<file path="src/rtl/core/assert_macros.svh">
// Assertion macros shared by the RTL of the value adjust block.
// Needs a clk and an rst_n signal in the scope where a macro is used.
`ifndef ASSERT_MACROS_SVH
`define ASSERT_MACROS_SVH

// Checked only while the block is out of reset.
`define HVA_ASSERT(label, expr, msg) \
  label: assert property (@(posedge clk) disable iff (!rst_n) (expr)) else $error(msg);

// Checked at every edge, reset included.
`define HVA_ASSERT_ALWAYS(label, expr, msg) \
  label: assert property (@(posedge clk) (expr)) else $error(msg);

`endif

</file>
<file path="src/rtl/core/hva_pkg.sv">
// Package for the value adjust block: widths and the pipeline stage record.
// No dependencies.
`default_nettype none
package hva_pkg;
  localparam int COMPONENT_BITS = 8;
  localparam int CW      = COMPONENT_BITS;
  localparam int DW      = COMPONENT_BITS + 1;       // value_delta width
  localparam int NW      = 2 * COMPONENT_BITS + 1;   // dividend and remainder width
  localparam int NST     = (COMPONENT_BITS + 1) / 2; // divider stages, two quotient bits each
  localparam int IN_W    = 3 * CW + DW;
  localparam int IN_TW   = ((IN_W + 7) / 8) * 8;
  localparam int OUT_W   = 3 * CW;
  localparam int OUT_TW  = ((OUT_W + 7) / 8) * 8;

  typedef struct packed {
    logic                   valid;
    logic                   grey;
    logic [CW-1:0]          v;
    logic [CW:0]            d;   // twice the input maximum
    logic [2:0][NW-1:0]     n;   // remainders, red in entry 0
    logic [2:0][CW-1:0]     q;   // quotients built so far
  } stage_t;
endpackage
`default_nettype wire

</file>
<file path="src/rtl/core/hsv_value_adjust.sv">
// Top level of the HSV value adjust block: front stage and pipelined divider.
// Depends on hva_pkg and assert_macros.svh.
//
//   channel  direction  tdata fields (low bit up)          tuser/tlast
//   in_      slave      red, green, blue, value_delta      none
//   out_     master     red, green, blue                   none
//
// One pixel per cycle while the output is not stalled.
// The depth is set by the restoring divider, two quotient bits per stage.
// Reset clears only the valid bits; the pipeline holds no state between pixels.
// A stall at the output freezes every stage, so nothing is lost or repeated.
`default_nettype none
`include "assert_macros.svh"
module hsv_value_adjust
  import hva_pkg::*;
(
  input  wire logic              clk,
  input  wire logic              rst_n,
  input  wire logic              in_tvalid,
  output      logic              in_tready,
  input  wire logic [IN_TW-1:0]  in_tdata,   // red_in, green_in, blue_in, value_delta
  output      logic              out_tvalid,
  input  wire logic              out_tready,
  output      logic [OUT_TW-1:0] out_tdata   // red_out, green_out, blue_out
);

  stage_t st_r   [0:NST];
  stage_t st_nxt [0:NST];
  logic   adv;

  assign adv       = !st_r[NST].valid || out_tready;
  assign in_tready = adv;

  // Front stage: max, min, new value and the products c * V.
  always_comb begin
    logic [CW-1:0]        c [3];
    logic signed [DW:0]   vsum;
    logic [CW-1:0]        mx;
    logic [CW-1:0]        mn;
    logic [CW-1:0]        v;
    logic [2*CW-1:0]      prod;
    c[0] = in_tdata[CW-1:0];
    c[1] = in_tdata[2*CW-1:CW];
    c[2] = in_tdata[3*CW-1:2*CW];
    mx = (c[0] > c[1]) ? c[0] : c[1];
    if (c[2] > mx) begin
      mx = c[2];
    end
    mn = (c[0] < c[1]) ? c[0] : c[1];
    if (c[2] < mn) begin
      mn = c[2];
    end
    vsum = $signed({2'b00, mx}) + $signed({in_tdata[IN_W-1], in_tdata[IN_W-1:3*CW]});
    if (vsum < 0) begin
      v = '0;
    end else if (vsum > $signed({2'b00, {CW{1'b1}}})) begin
      v = {CW{1'b1}};
    end else begin
      v = vsum[CW-1:0];
    end
    st_nxt[0].valid = in_tvalid;
    st_nxt[0].grey  = (mx == mn);
    st_nxt[0].v     = v;
    st_nxt[0].d     = {mx, 1'b0};
    st_nxt[0].q     = '0;
    for (int i = 0; i < 3; i++) begin
      prod = c[i] * v;
      // Dividend 2cV + M gives round-half-up after division by 2M.
      st_nxt[0].n[i] = {prod, 1'b0} + NW'(mx);
    end
  end

  for (genvar s = 1; s <= NST; s++) begin : g_div
    always_comb begin
      stage_t          t;
      int              k;
      logic [NW-1:0]   sub;
      t = st_r[s-1];
      for (int j = 0; j < 2; j++) begin
        k = CW - 1 - (2 * (s - 1) + j);
        if (k >= 0) begin
          sub = NW'(t.d) << k;
          for (int i = 0; i < 3; i++) begin
            if (t.n[i] >= sub) begin
              t.n[i] = t.n[i] - sub;
              t.q[i] = t.q[i] | (CW'(1) << k);
            end
          end
        end
      end
      st_nxt[s] = t;
    end
  end

  for (genvar s = 0; s <= NST; s++) begin : g_reg
    always_ff @(posedge clk) begin
      if (!rst_n) begin
        st_r[s].valid <= 1'b0;
      end else if (adv) begin
        st_r[s] <= st_nxt[s];
      end
    end
  end

  assign out_tvalid = st_r[NST].valid;
  always_comb begin
    out_tdata = '0;
    if (st_r[NST].grey) begin
      out_tdata[OUT_W-1:0] = {3{st_r[NST].v}};
    end else begin
      out_tdata[OUT_W-1:0] = {st_r[NST].q[2], st_r[NST].q[1], st_r[NST].q[0]};
    end
  end

  `HVA_ASSERT_ALWAYS(a_reset_empty, !rst_n |=> !out_tvalid, "output valid right after reset")
  `HVA_ASSERT(a_div_done, (out_tvalid && !st_r[NST].grey) |-> (st_r[NST].n[0] < NW'(st_r[NST].d) && st_r[NST].n[1] < NW'(st_r[NST].d) && st_r[NST].n[2] < NW'(st_r[NST].d)), "division left a remainder too large")
  `HVA_ASSERT(a_max_is_v, (out_tvalid && !st_r[NST].grey) |-> (st_r[NST].q[0] <= st_r[NST].v && st_r[NST].q[1] <= st_r[NST].v && st_r[NST].q[2] <= st_r[NST].v), "channel exceeds new value")

endmodule
`default_nettype wire

</file>
<file path="config.mk">
export PLATFORM = sky130hd
export DESIGN_NAME = hsv_value_adjust
export DESIGN_NICKNAME = d
export VERILOG_FILES = /design/src/rtl/core/hva_pkg.sv /design/src/rtl/core/hsv_value_adjust.sv
export VERILOG_INCLUDE_DIRS = /design/src /design/src/rtl/core
export SDC_FILE = /design/constraint.sdc
export NUM_CORES = 1
export LEC_CHECK = 0
export ABC_CLOCK_PERIOD_IN_PS = 9500
export BUFFER_PORTS_ARGS = -buffer_cell sky130_fd_sc_hd__buf_2
export CORE_MARGIN = 1.5
export CORE_UTILIZATION = 59
export DETAILED_ROUTE_END_ITERATION = 16
export HOLD_SLACK_MARGIN = 0.1
export PLACE_DENSITY = 0.79
export SLEW_MARGIN = 10
export SYNTH_ARGS = -nofsm -noshare
export SYNTH_HDL_FRONTEND = slang
export SYNTH_SLANG_ARGS = --single-unit
</file>
<file path="constraint.sdc">
create_clock -name clk -period 9.5 [get_ports clk]
set_input_delay 0.475 -clock clk [delete_from_list [all_inputs] [get_ports clk]]
set_output_delay 0.475 -clock clk [all_outputs]
set_load 0.03 [all_outputs]
</file>
==> results of run 1 <==
## what timing repair did
item	4_1_cts	5_1_grt
setup endpoints to repair	0	22
buffers inserted	0	8
gates resized for setup	0	76
## synthesized netlist by cell type (7+ instances only)
cell	instances	area [sq um]
a211oi_1	18	135
a21boi_0	25	188
a21o_1	53	398
a21oi_1	161	806
a31oi_1	12	75.1
and2_1	9	56.3
and3_1	12	75.1
clkbuf_1	38	143
edfxtp_1	333	10000
fa_1	133	2660
ha_1	349	4370
inv_1	360	1350
mux2_1	11	124
mux2_2	61	687
mux2i_1	40	400
nand2_1	186	698
nand2b_1	34	213
nand3_1	24	120
nand4_1	41	257
nor2_1	364	1370
nor2b_1	55	344
nor3_1	57	285
nor4_1	19	119
o211a_1	7	70.1
o211ai_1	11	82.6
o21a_1	32	240
o21ai_0	170	851
o21ai_1	16	80.1
o21bai_1	22	165
o31a_1	7	61.3
o31ai_1	19	143
o41ai_1	11	96.3
or2_2	31	194
or3_1	19	119
or4_1	7	52.6
xnor2_1	141	1230
xor2_1	68	596
## cells in the final DEF, fill, tap and decap left out, drive strengths merged, types with 36 or more instances in the layout
cell type | netlist | routed
ha | 349 | 349
xor2 | 68 | 68
a21oi | 163 | 163
o21ai | 186 | 186
nor3 | 58 | 58
a21o | 53 | 53
fa | 133 | 133
xnor2 | 142 | 142
mux2 | 73 | 73
or2 | 36 | 36
mux2i | 40 | 40
nand4 | 42 | 42
nor2 | 365 | 365
nor2b | 55 | 55
nand2 | 186 | 186
clkbuf | 38 | 41
inv | 362 | 364
edfxtp | 333 | 333
buf | 12 | 285
## final cells by class
class | instances | area, sq um | share of cell area [%]
Timing Repair Buffer | 285 | 2050 | 5.97
Sequential cell | 334 | 10000 | 29.2
Clock inverter | 21 | 210 | 0.612
Clock buffer | 41 | 920 | 2.68
Multi-Input combinational cell | 2343 | 18900 | 55.2
Tap cell | 672 | 841 | 2.45
Inverter | 362 | 1360 | 3.96
## worst paths after layout
check	startpoint	to	slack [ps]	depth (start not counted)
worst max-delay path	in_tdata[13]	st_r[0][40]	350	46
worst min-delay path	rst_n	st_r[4][93]	210	2
worst max register to register	st_r[1][77]	st_r[2][31]	3270	19
worst min register to register	st_r[1][22]	st_r[2][22]	410	0
## worst max-delay path: cells and delay by family
| family | cells | cell delay (ps) |
|---|---|---|
| AOI/OAI and AO/OA | 12 | 1860 |
| xor gates and xnor gates | 2 | 280 |
| muxes | 2 | 530 |
| adders and majority gates | 9 | 3330 |
| and+or+nand+nor | 11 | 1830 |
| buffers and inverters | 10 | 1120 |
## through the flow
step	TNS (ps)	util [%]	std cells	cell area [sq um]
6_report	0	68.3	4058	34300
5_1_grt	-213	68.3	4058	34300
3_3_place_gp	-940	65.2	3988	32800
2_1_floorplan	0	-	3089	30300
4_1_cts	0	67.5	4050	33900
3_5_place_dp	-4050	65.2	3988	32800
## per-layer routing
metal / track usage (%) / wire length [um] / vias up
met5: 0 / 0 / -
li1: - / - / 11400
met1: 30.7 / 28200 / 11300
met3: 3.22 / 2720 / 217
met2: 52.1 / 38300 / 623
met4: 13.6 / 3890 / 0
## cells by family after synthesis
group | count (synthesis) | synth area share (%)
AND/OR/NAND/NOR | 912 | 14.7
AO/OA/AOI/OAI | 626 | 13.2
adder cells (fa/ha/maj) | 482 | 23.3
buffers and inverters | 412 | 5.31
flip-flops | 334 | 33.3
XOR/XNOR | 210 | 6.13
multiplexers | 113 | 4.07
==> results.txt, run 1 <==
Residual overflow from global routing: 0
Reg clk slew, reported paths: 60 ps
DRC viols: 0
Post-synthesis sequential area ratio: 33.3%
Die Width: 229 um
Vias: 23600
Hpwl dp: 58500 um
Crit path max fanout: 16
Initial Util: 59.9%
WHS: 213 ps
Syn. warnings: 0
Dominant synthesized flop cell: edfxtp_1
Slowest stage cell, crit path: fa_1
Core area: 50300 sq um
CP arrival: 9440 ps
First-pass GRT wire length: 117000 um
Diodes inserted: 0
Avg Inst Size Synth: 9.75 sq um
# rows: 82
Top flop regs: st_r (334)
P&R area growth vs syn: 14.0%
RePlAce Congestion: 0.962
Total Wirelength: 73100 um
Layout cells sized above 1: 15.7%
Via density: 5.82
H-tree levels: 2
Minimum clock period: 9150 ps
Required time worst endpoint: 9780 ps
Post-CTS Hold Buffers: 0
Worst hold path type: input port to flip-flop
# port buffers: 62
Worst setup SP type: input port
EDFF count, synth: 333
Status: complete, no violations
TritonCTS clock tree: done
# fillers: 3713
CTS Buf Count: 36
#FFs+latches synth: 334
Syn Inst Count: 3089
CP endpoint kind: flip-flop
Wire per inst: 18.0 um
Full die area: 52400 sq um
Root Buffer: clkbuf_16
Clk Latency, worst-skew pair: 550 ps
Ys async rst share: 0%
Final setup vio count: 0
Clk sinks: 334
Max Fclk: 109 MHz
Synthesized area: 30100 sq um
Largest net degree at the start of global routing: 94
Rel. slew slack: 24.9%
Chip Height: 229 um
Count of final hold-check violations: 0
Total global-route track usage: 27.7%
Synthesized Nets: 3615
Ports: 70
CP peak stage delay: 500 ps
Post-DRT Antenna Nets: 0
Final Max Slew Viols: 0
Worst Path Class, Setup: input port to flip-flop
Setup Skew: 21.7 ps
Final WS setup: 345 ps
Max FFs per register: 334
Post-place setup slack: -396 ps
Max-cap violation count: 0
Largest Register: st_r
Clock Tree Buf Depth: 3
Iter 0 DRT Violations: 1374
Antenna violations before repair: 0
Distinct cell type count after synthesis: 93
# nets final: 3888
Worst-Margin Slew: 1130 ps
Number of global-route vias before repair: 24100
Period utilization: 96.4%
DRT Pass-1 Iters: 6
Power of run 1 is left out: the tool's default activity adds up to more than one toggle a clock period on the data nets, which glitch-free logic cannot reach.
==> run 2, diff against run 1 <==
- ABC_AREA: not set -> 1
- CORE_MARGIN: 1.5 -> 5
==> results.txt, run 2 <==
Status: complete, no violations
Slowest stage cell, crit path: fa_1
Crit Reg-Reg Startpoint: st_r[2][77]
Clk sinks: 334
DRT Pass-1 Iters: 5
TritonCTS clock tree: done
Max Fclk: 114 MHz
RePlAce Congestion: 0.947
First-pass GRT wire length: 110000 um
Layout cells sized above 1: 7.98%
Post-synthesis sequential area ratio: 32.9%
# rows: 83
P&R area growth vs syn: 8.07%
Number of global-route vias before repair: 23100
Reg clk slew, reported paths: 60 ps
Largest net degree at the start of global routing: 186
Fin util: 64.3%
Wire per inst: 15.4 um
Dpl cell area: 31600 sq um
Area share of the largest cell type after synthesis: 32.8%
Crit path max fanout: 16
Syn Inst Count: 3552
Clk Latency, worst-skew pair: 530 ps
CTS Buf Count: 35
Required time worst endpoint: 9770 ps
Synth top cells by count: nand2_1, inv_1, nor2_1
Worst-Margin Slew: 1130 ps
Post-DRT Antenna Nets: 0
Most frequent cells in the layout: nand2_1, inv_1, nor2_1
Fin Setup TNS: 0 ps
Largest Register: st_r
Chip Height: 237 um
H-tree levels: 2
Initial Util: 59.5%
CP arrival: 9040 ps
Final Max Slew Viols: 0
Worst Setup SP: in_tdata[11]
Top flop regs: st_r (334)
Ports: 70
Synthesized Nets: 4078
Count of final hold-check violations: 0
Worst hold path type: input port to flip-flop
Iter 0 DRT Violations: 1502
Crit path top cell by count: nand2_1
Hold Path Origin: in_tvalid
# fillers: 4133
Commonest non-fill, non-tap cell in the layout: nand2_1
Via density: 5.50
Final setup vio count: 0
Worst setup SP type: input port
Worst Path Class, Setup: input port to flip-flop
Main area contributors after synthesis: edfxtp_1, ha_1, fa_1, nand2_1, inv_1
EDFF count, synth: 333
Core area: 51200 sq um
Die Width: 237 um
CP endpoint kind: flip-flop
Syn. warnings: 0
CP peak stage delay: 490 ps
WHS: 247 ps
Vias: 24000
Rel. slew slack: 24.9%
#FFs+latches synth: 334
# port buffers: 62
Antenna violations before repair: 1
Full die area: 56300 sq um
Avg Inst Size Synth: 8.57 sq um
Synthesized area: 30500 sq um
Distinct cell type count after synthesis: 62
Minimum clock period: 8770 ps
Final instance area: 32900 sq um
Max-cap violation count: 0
Total Wirelength: 67200 um
# nets final: 4176
Max FFs per register: 334
Clock Tree Buf Depth: 3
Period utilization: 92.3%
Root Buffer: clkbuf_16
Setup Skew: 10.8 ps
DRC viols: 0
Ys async rst share: 0%
Multi-input logic area: 18200 sq um
Post-synth top area cell: edfxtp_1
Hpwl dp: 53100 um
Count leader, synth: nand2_1
Register area: 10000 sq um
Residual overflow from global routing: 0
Dominant synthesized flop cell: edfxtp_1
Total global-route track usage: 23.7%
-- run 2: cell type report --
class                   instances  share of cell area (%)
flip-flops and latches        334                    30.4
clock inverters                18                   0.711
clock buffers                  42                    2.81
diodes                          1                 0.00760
inverters                     530                    6.15
multi-input cells            2640                    55.2
well taps                     680                    2.59
repair buffers                109                    2.09
-- run 2: cell families after synthesis --
family	synth area share [%]
AO/OA/AOI/OAI	10.7
XOR/XNOR	6.68
adder cells (fa/ha/maj)	23.1
buffers and inverters	7.48
flip-flops	32.9
multiplexers	0.111
AND/OR/NAND/NOR	19.0
-- run 2: path summary, 6_finish.rpt --
kind / slack (ps) / to / depth (start not counted)
setup / recovery: 730 / st_r[0][74] / 56
hold / removal: 250 / st_r[0][93] / 3
setup reg to reg: 4250 / st_r[3][27] / 22
hold reg to reg: 410 / st_r[3][15] / 0
-- run 2: stage by stage --
step / cells / worst slack, ps
final: 4354 / 731
after global routing: 4353 / -54.6
after CTS: 4343 / 458
after detailed placement: 4283 / -34.1
after global placement: 4283 / 176
after floorplan: 3552 / 124
-- run 2: critical path, delay by kind of cell --
| family | cells | cell delay, ps |
|---|---|---|
| and+or+nand+nor | 21 | 2050 |
| buffers and inverters | 13 | 1500 |
| AOI/OAI and AO/OA | 12 | 1500 |
| xor gates and xnor gates | 2 | 460 |
| adders and majority gates | 8 | 3070 |
-- run 2: metal layers --
| metal | wire [um] | track usage (%) | part of all wire, % |
|---|---|---|---|
| met1 | 27700 | 29.3 | 41 |
| met2 | 32600 | 41.7 | 48 |
| met3 | 3410 | 2.60 | 5.1 |
| met4 | 3560 | 11.1 | 5.3 |
| met5 | 0 | 0 | 0 |
-- run 2: what timing repair did --
item	CTS	global route
hold buffers	0	0
endpoints found under the hold margin	0	0
resized for setup	0	23
setup endpoints to repair	0	14
setup buffers	0	10
Power of run 2 is left out for the same reason.
==> run 3, diff against run 2 <==
- CTS_BUF_LIST: not set -> sky130_fd_sc_hd__clkbuf_8 sky130_fd_sc_hd__clkbuf_16
==> results.txt, run 3 (synthesis results as in run 2) <==
Antenna violations before repair: 1
Die Width: 237 um
Crit path top cell by count: nand2_1
Max-cap violation count: 0
Required time worst endpoint: 9770 ps
Post-CTS Hold Buffers: 0
Rel. slew slack: 26.0%
Initial Util: 59.5%
Diodes inserted: 0
Max Fclk: 114 MHz
TritonCTS clock tree: done
Residual overflow from global routing: 0
CP endpoint kind: flip-flop
Layout cells sized above 1: 7.98%
Status: complete, no violations
Crit path max fanout: 16
Register area: 10000 sq um
DRC viols: 0
# fillers: 4133
Reg-to-reg slack, setup: 4250 ps
Largest net degree at the start of global routing: 186
Max FFs per register: 334
H-tree levels: 2
P&R area growth vs syn: 8.06%
Iter 0 DRT Violations: 1535
Vias: 23900
Post-DRT Antenna Nets: 0
Period utilization: 92.5%
Final Max Slew Viols: 0
Wire per inst: 15.4 um
Fin util: 64.3%
WHS: 247 ps
CP bufs+invs: 13
Number of global-route vias before repair: 23100
Ports: 70
Total Wirelength: 67200 um
Chip Height: 237 um
Commonest non-fill, non-tap cell in the layout: nand2_1
Delay-heaviest family, CP: adder cells
Top flop regs: st_r (334)
Worst Path Class, Setup: input port to flip-flop
CTS Buf Count: 35
First-pass GRT wire length: 110000 um
Slowest stage cell, crit path: fa_1
Hpwl dp: 53100 um
Multi-input logic area: 18200 sq um
Worst-Margin Slew: 1110 ps
Worst hold path type: input port to flip-flop
Largest Register: st_r
Fin Setup TNS: 0 ps
Core area: 51200 sq um
Via density: 5.49
Minimum clock period: 8790 ps
DRT Pass-1 Iters: 5
CP arrival: 9050 ps
Post-place setup slack: -34.1 ps
Clk Latency, worst-skew pair: 530 ps
Final WS setup: 715 ps
Total global-route track usage: 23.7%
# rows: 83
Worst setup SP type: input port
Reg clk slew, reported paths: 60 ps
Setup Skew: 10.9 ps
Full die area: 56300 sq um
Clk sinks: 334
# nets final: 4176
Count of final hold-check violations: 0
# port buffers: 62
Clock Tree Buf Depth: 3
Root Buffer: clkbuf_16
CP peak stage delay: 490 ps
Most frequent cells in the layout: nand2_1, inv_1, nor2_1
Final setup vio count: 0
RePlAce Congestion: 0.947
## run 3: path summary, 6_finish.rpt
kind / start / end / cells past startpoint
max: in_tdata[11] / st_r[0][74] / 56
min: in_tvalid / st_r[0][93] / 3
min reg2reg: st_r[3][12] / st_r[4][12] / 0
max reg2reg: st_r[2][77] / st_r[3][27] / 22
## run 3: timing repair
item                       4_1_cts  5_1_grt
gates resized for setup          0       23
setup endpoints to repair        0       14
setup buffers                    0       10
## run 3: cell type report
| class | count | share of cell area (%) |
|---|---|---|
| Sequential cell | 334 | 30.4 |
| Inverter | 530 | 6.15 |
| Tap cell | 680 | 2.59 |
| Clock inverter | 24 | 0.779 |
| Timing Repair Buffer | 109 | 2.09 |
| Clock buffer | 36 | 2.74 |
| Multi-Input combinational cell | 2640 | 55.2 |
## run 3: stage by stage
step                      instances  instance area (sq um)
final                          4353                  32900
after global routing           4353                  32900
after CTS                      4343                  32800
after detailed placement       4283                  31600
after global placement         4283                  31600
after floorplan                3552                  30500
## run 3: metal layers
metal,share of wire [%],up-vias,global-route usage (%)
met5,0,-,0
met1,41,10900,29.3
met3,5.3,209,2.60
li1,-,12100,-
met2,48,710,41.7
met4,5.5,0,11.1
## run 3: worst reg2reg max path, delay by kind of cell, from the launching register on
family	cells	cell delay, ps
DFF	1	550
and+or+nand+nor	10	1810
adders and majority gates	2	670
AOI/OAI and AO/OA	9	1460
buffers and inverters	1	480
Power of run 3 is left out for the same reason.
